$ cat config.mk
export PLATFORM = sky130hd
export DESIGN_NAME = sai_cell
export DESIGN_NICKNAME = d
export VERILOG_FILES = /design/src/rtl/sai_pkg.sv /design/src/rtl/sai_cell.sv
export SDC_FILE = /design/constraint.sdc
export NUM_CORES = 1
export LEC_CHECK = 0
export BUFFER_PORTS_ARGS = -buffer_cell sky130_fd_sc_hd__buf_2
export CAP_MARGIN = 20
export CORE_MARGIN = 3
export CORE_UTILIZATION = 35
export CTS_BUF_LIST = sky130_fd_sc_hd__clkbuf_16
export CTS_CLUSTER_DIAMETER = 40
export DETAILED_ROUTE_END_ITERATION = 10
export PLACE_DENSITY = 0.72
export SLEW_MARGIN = 20
export SYNTH_ARGS = -nofsm -noshare
export SYNTH_HDL_FRONTEND = slang
export SYNTH_SLANG_ARGS = --single-unit
$ cat constraint.sdc
create_clock -name clk_i -period 4.05 [get_ports clk_i]
set_input_delay 1.0125 -clock clk_i [delete_from_list [all_inputs] [get_ports clk_i]]
set_output_delay 1.0125 -clock clk_i [all_outputs]
set_load 0.005 [all_outputs]
$ cat src/rtl/sai_pkg.sv
`timescale 1ns / 1ps
// ----------------------------------------------------------------------------
// sai_pkg
// Shared types and codes for the sorted insertion store.
// ----------------------------------------------------------------------------
package sai_pkg;

  localparam int unsigned ValueW = 32;
  localparam int unsigned IndexW = 8;
  localparam int unsigned OutW   = 9;

  typedef enum logic [1:0] {
    ST_OK       = 2'd0,
    ST_OVERFLOW = 2'd1,
    ST_RANGE    = 2'd2
  } status_e;

  typedef enum logic {
    ACT_INSERT = 1'b0,
    ACT_READ   = 1'b1
  } action_e;

  typedef enum logic {
    S_IDLE = 1'b0,
    S_EXEC = 1'b1
  } state_e;

  typedef struct packed {
    logic                     capture;
    logic                     shift;
    logic signed [ValueW-1:0] cmp_value;
    logic signed [ValueW-1:0] ins_value;
  } cell_ctrl_t;

endpackage

$ cat src/rtl/sai_cell.sv
`timescale 1ns / 1ps
// ----------------------------------------------------------------------------
// sai_cell
// One slot of the sorted chain: holds an entry, compares it against the
// incoming value and takes its lower neighbor's entry on a shifting insert.
// ----------------------------------------------------------------------------
module sai_cell #(
  parameter int unsigned IDX = 0,
  parameter int unsigned CW  = 9
) (
  input  logic                                    clk_i,
  input  sai_pkg::cell_ctrl_t                     ctrl_i,
  input  logic [CW-1:0]                           count_i,
  input  logic [sai_pkg::IndexW-1:0]              index_i,
  input  logic                                    prev_lt_i,
  input  logic signed [sai_pkg::ValueW-1:0]       prev_entry_i,
  output logic signed [sai_pkg::ValueW-1:0]       entry_o,
  output logic                                    lt_o,
  output logic                                    bound_o,
  output logic signed [sai_pkg::ValueW-1:0]       rd_data_o
);

  logic signed [sai_pkg::ValueW-1:0] entry_q;
  logic                              lt_q;
  logic                              hit_q;
  logic                              occupied;

  assign occupied = (32'(IDX) < 32'(count_i));

  always_ff @(posedge clk_i) begin
    if (ctrl_i.capture) begin
      lt_q  <= occupied && (entry_q < ctrl_i.cmp_value);
      hit_q <= (32'(IDX) == 32'(index_i));
    end
  end

  // keep smaller entries, drop the new value at the boundary, shift the rest
  always_ff @(posedge clk_i) begin
    if (ctrl_i.shift && !lt_q) begin
      if (prev_lt_i) begin
        entry_q <= ctrl_i.ins_value;
      end else begin
        entry_q <= prev_entry_i;
      end
    end
  end

  assign entry_o   = entry_q;
  assign lt_o      = lt_q;
  assign bound_o   = !lt_q && prev_lt_i;
  assign rd_data_o = hit_q ? entry_q : '0;

endmodule

---- Word-level counts from Yosys, hierarchy flattened ----
Index checks and enable logic that the tools add are counted.
word-level totals
  register bits ........................... 34
  bits in latches ......................... 0
  bits in writable memories ............... 0
  memory bits (read-only) ................. 0
  output and inout bits ................... 66
  memories kept ........................... 0
cells by class
  $add $sub $neg .......................... 0
  multiply operators ...................... 0
  div/mod/pow operators ................... 0
  order comparisons ....................... 2
  equality and inequality tests ........... 0
  shifts and indexed selects .............. 0
  muxes and demuxes ....................... 2
  bitwise operators ....................... 0
  reductions and logical operators ........ 5
operators by type and width
  kind                                                        count
  2-to-1 mux 32 bit                                           2
  less-than comparator 32 bit                                 1
  less-than comparator 1 x 9 -> 1 bit (first input constant)  1
  zero test 8 bit                                             1
  logical AND 1 bit                                           3
  zero test 1 bit                                             1

---- Logic depth before layout (Yosys ltp) ----
  depth after elaboration ................. 2
  gate-level depth with buffers ........... 8
  depth with buffers taken out ............ 8

---- Least setup slack after synthesis ----
Ideal clock, no wire load.
  kind .................................... in2reg
  from .................................... input port ctrl_i[64] (netlist bit)
  to ...................................... register entry_q (netlist bit entry_o[0]) (enable)
  arrival ................................. 2.460 ns
  required time ........................... 3.625 ns
  setup slack ............................. 1.165 ns
  cell stages on the path ................. 1
  path through ............................ nor2b_1
between the ends
  longest elaborated chain between the ends .. 1
RTL lines
  element               RTL line        RTL
  start, declared       sai_cell.sv:12  input sai_pkg::cell_ctrl_t ctrl_i,
  logical AND 1 bit     sai_cell.sv:39  if (ctrl_i.shift && !lt_q) begin
  end signal, assigned  sai_cell.sv:41  entry_q <= ctrl_i.ins_value;
  end signal, assigned  sai_cell.sv:43  entry_q <= prev_entry_i;
  end, declared         sai_cell.sv:23  logic signed [sai_pkg::ValueW-1:0] entry_q;
Every way passes these cells.
A chain may end at the register's enable or synchronous reset.

---- Worst setup path after layout ----
  from .................................... input port ctrl_i[46] (netlist bit)
  to ...................................... register lt_q (netlist: lt_o) (data pin)
between the ends
  longest elaborated chain between the ends .. 2
RTL lines
  element                      RTL line        RTL
  less-than comparator 32 bit  sai_cell.sv:32  lt_q <= occupied && (entry_q < ctrl_i.cmp_value);
  logical AND 1 bit            sai_cell.sv:32
  end signal, assigned         sai_cell.sv:32
  end, declared                sai_cell.sv:24  logic lt_q;
Every way passes these cells.

==> reports/qor.csv <==
stage;metric;value;unit
clock_network;cts_hold_buf;0;
grt;grt_remaining_overflow;0;
layout;syn2layout_area_growth;48.1;%
yosys;synth_top_family_by_area;adder cells;
clock_network;numCtsBuffers;5;
clock_network;post_cts_buffers;0;
yosys;ys.flop_type;edfxtp_1;
yosys;synth_simple_gate_area_share;15.2;%
critical_path;worstPathRequired;4.06;ns
routing;first_pass_iters;4;
routing;finalWirelength;6700;microns
layout;diodes;0;
grt;track_usage;16.3;%
layout;seqCellArea;0.00102;sq mm
yosys;async_reset_ff_share;0;%
placed_design;portBuffers;182;
clock_network;clock-sinks;34;
placed_design;place_hpwl;5540;microns
routing;num_vias;2277;
yosys;synth_compound_area_share;6.67;%
yosys;syn-mean-instance-area;10.8;sq um
floorplan;die_height;89.8;microns
grt;grt_max_degree;33;
clock_network;cts-resized-gates;0;
yosys;synth_cell_types;25;
floorplan;core-area;0.00657;sq mm
power;p_per_area;301;mW/mm^2
timing;finalHoldViolations;0;
timing;finalSetupTns;0;ns
yosys;synth-edff-count;34;
yosys;yosys.area_share.adder;15.8;%
yosys;seq_area_frac_synth;41.5;%
floorplan;pin_count;183;
timing;worst_pin_slew;0.911;ns
layout;layout.nets;559;
timing;grt_setup_unrepaired;no;
power;ir_worst_vdd;0.184;mV
yosys;synth_warnings;0;
yosys;synth.most_common_cell;edfxtp_1;
grt;grt_pass1_wl;10800;microns
yosys;syn_area;0.00246;sq mm
yosys;synthTopCellsByArea;edfxtp_1, ha_1, mux2_2;
grt;grt_pass1_vias;2331;
clock_network;path_clk_slew;0.05;ns
critical_path;endpoint_kind;flop;
timing;drv_slew;0;
critical_path;worstSetupPathType;in2reg;
timing;whs;0.819;ns
clock_network;cts_tree;built;
timing;fmaxAchievable;0.352;GHz
routing;drt-initial-drc-count;64;
timing;period_needed;2.84;ns
power;cellLeakagePower;1.88;nW
clock_network;clockBufferDepth;2;
critical_path;arrival;2.85;ns
yosys;yosys.area_share.xor_xnor;0;%
floorplan;initial_core_util;37.4;%
job;drv_cap;0;
clock_network;insertion_delay;0.27;ns
layout;multiInputGateArea;0.00129;sq mm
routing;final_antenna_net_count;0;
floorplan;die_w;89.8;microns
floorplan;rows;29;
routing;route.detailed.drc;0;
run_status;status;completed;
layout;fill_cells;597;
critical_path;crit_fanout;3;
yosys;synthMuxAreaShare;14.7;%
critical_path;critPathLaunchType;primary input;
floorplan;die_area;0.00806;sq mm
timing;max-slew-margin-rel;39.1;%
yosys;synth.top_cell.area_share;41.5;%
yosys;synth-seq-cells;34;
timing;post-route-period-util;70.1;%
layout;drive_above_1_share;54.9;%
yosys;synth_cells;228;
yosys;synth_common_cells;edfxtp_1, inv_1, and2_1, mux2_2, ha_1;
routing;detail_route.wl_per_cell;13.3;microns
min_path;min_path_type;reg2reg;
clock_network;cts_root_buffer;clkbuf_16;
timing;fin_skew;0.00271;ns
grt;antenna_found_initial;0;
yosys;syn_nets;376;
timing;setup_viol;0;
yosys;yosysTopAreaCell;edfxtp_1;
clock_network;h-tree-depth;2;
routing;drt-vias-per-instance;4.51;
placed_design;gp_congestion;0.785;
cell type report:
| class | count | area share [%] |
|---|---|---|
| tap | 93 | 3.20 |
| sequential | 34 | 28.1 |
| inverter | 33 | 3.40 |
| timing repair buffer | 183 | 25.2 |
| clock inverter | 3 | 1.10 |
| multi-input combinational | 154 | 35.6 |
| clock buffer | 5 | 3.44 |
power by group:
group | internal (W) | leakage [nW] | switching (W) | total (W)
Clock | 0.000288 | 0.0836 | 0.000135 | 0.000423
Combinational | 0.000131 | 1.48 | 0.0000996 | 0.000230
Sequential | 0.000420 | 0.319 | 0.0000204 | 0.000441
metrics by stage:
stage / std cells / instance area (sq um) / utilization, % / worst slack, ns / power, W
final: 505 / 3640 / 55.4 / 1.21 / 0.00109
after global routing: 505 / 3640 / 55.4 / 1.12 / 0.00116
after CTS: 505 / 3640 / 55.4 / 1.17 / 0.00111
after detailed placement: 497 / 3470 / 52.9 / 0.884 / 0.000682
after global placement: 497 / 3470 / 52.9 / 0.955 / 0.000674
after floorplan: 228 / 2460 / - / 1.17 / 0.000560
path summary, 6_finish.rpt:
kind / from / end / slack (ns) / cells past startpoint
max: ctrl_i[46] / lt_o / 1.21 / 9
min reg2reg: lt_o / entry_o[28] / 0.82 / 1
max reg2reg: entry_o[14] / lt_o / 1.62 / 7
min: lt_o / entry_o[28] / 0.82 / 1
sequential cells by signal, indices dropped and copies added, names as in the netlist:
| name | count |
|---|---|
| hit_q | 1 |
| entry_o | 32 |
| lt_o | 1 |
kinds of logic after synthesis:
| group | count (synthesis) |
|---|---|
| flops | 34 |
| simple gates | 65 |
| buf+inv | 40 |
| mux | 32 |
| fa+ha+maj | 31 |
| compound gates | 26 |
critical path, cell delays in order:
cell	delay, ns
buf_2	0.08
inv_1	0.03
ha_1	0.31
nand4_1	0.18
or4_1	0.56
a221o_1	0.29
a31oi_2	0.19
o21a_1	0.16
nor3_2	0.04
routing by layer:
layer / up-vias / track usage, % / part of all wire [%]
met5: - / 0 / 0
met4: 0 / 4.09 / 0.79
met3: 4 / 3.84 / 7.7
met2: 101 / 31.0 / 53
met1: 997 / 18.3 / 39
li1: 1175 / - / -
cell usage in the layout, fill, tap and decap left out, drive strengths merged, types with 5 or more instances in the layout:
| master | instances |
|---|---|
| inv | 33 |
| and2 | 32 |
| ha | 31 |
| mux2 | 32 |
| edfxtp | 34 |
| a21oi | 11 |
| nand2 | 11 |
| clkbuf | 5 |
| o21ai | 6 |
| nor2 | 5 |
| buf | 183 |
(Power assumes the default switching activity.)
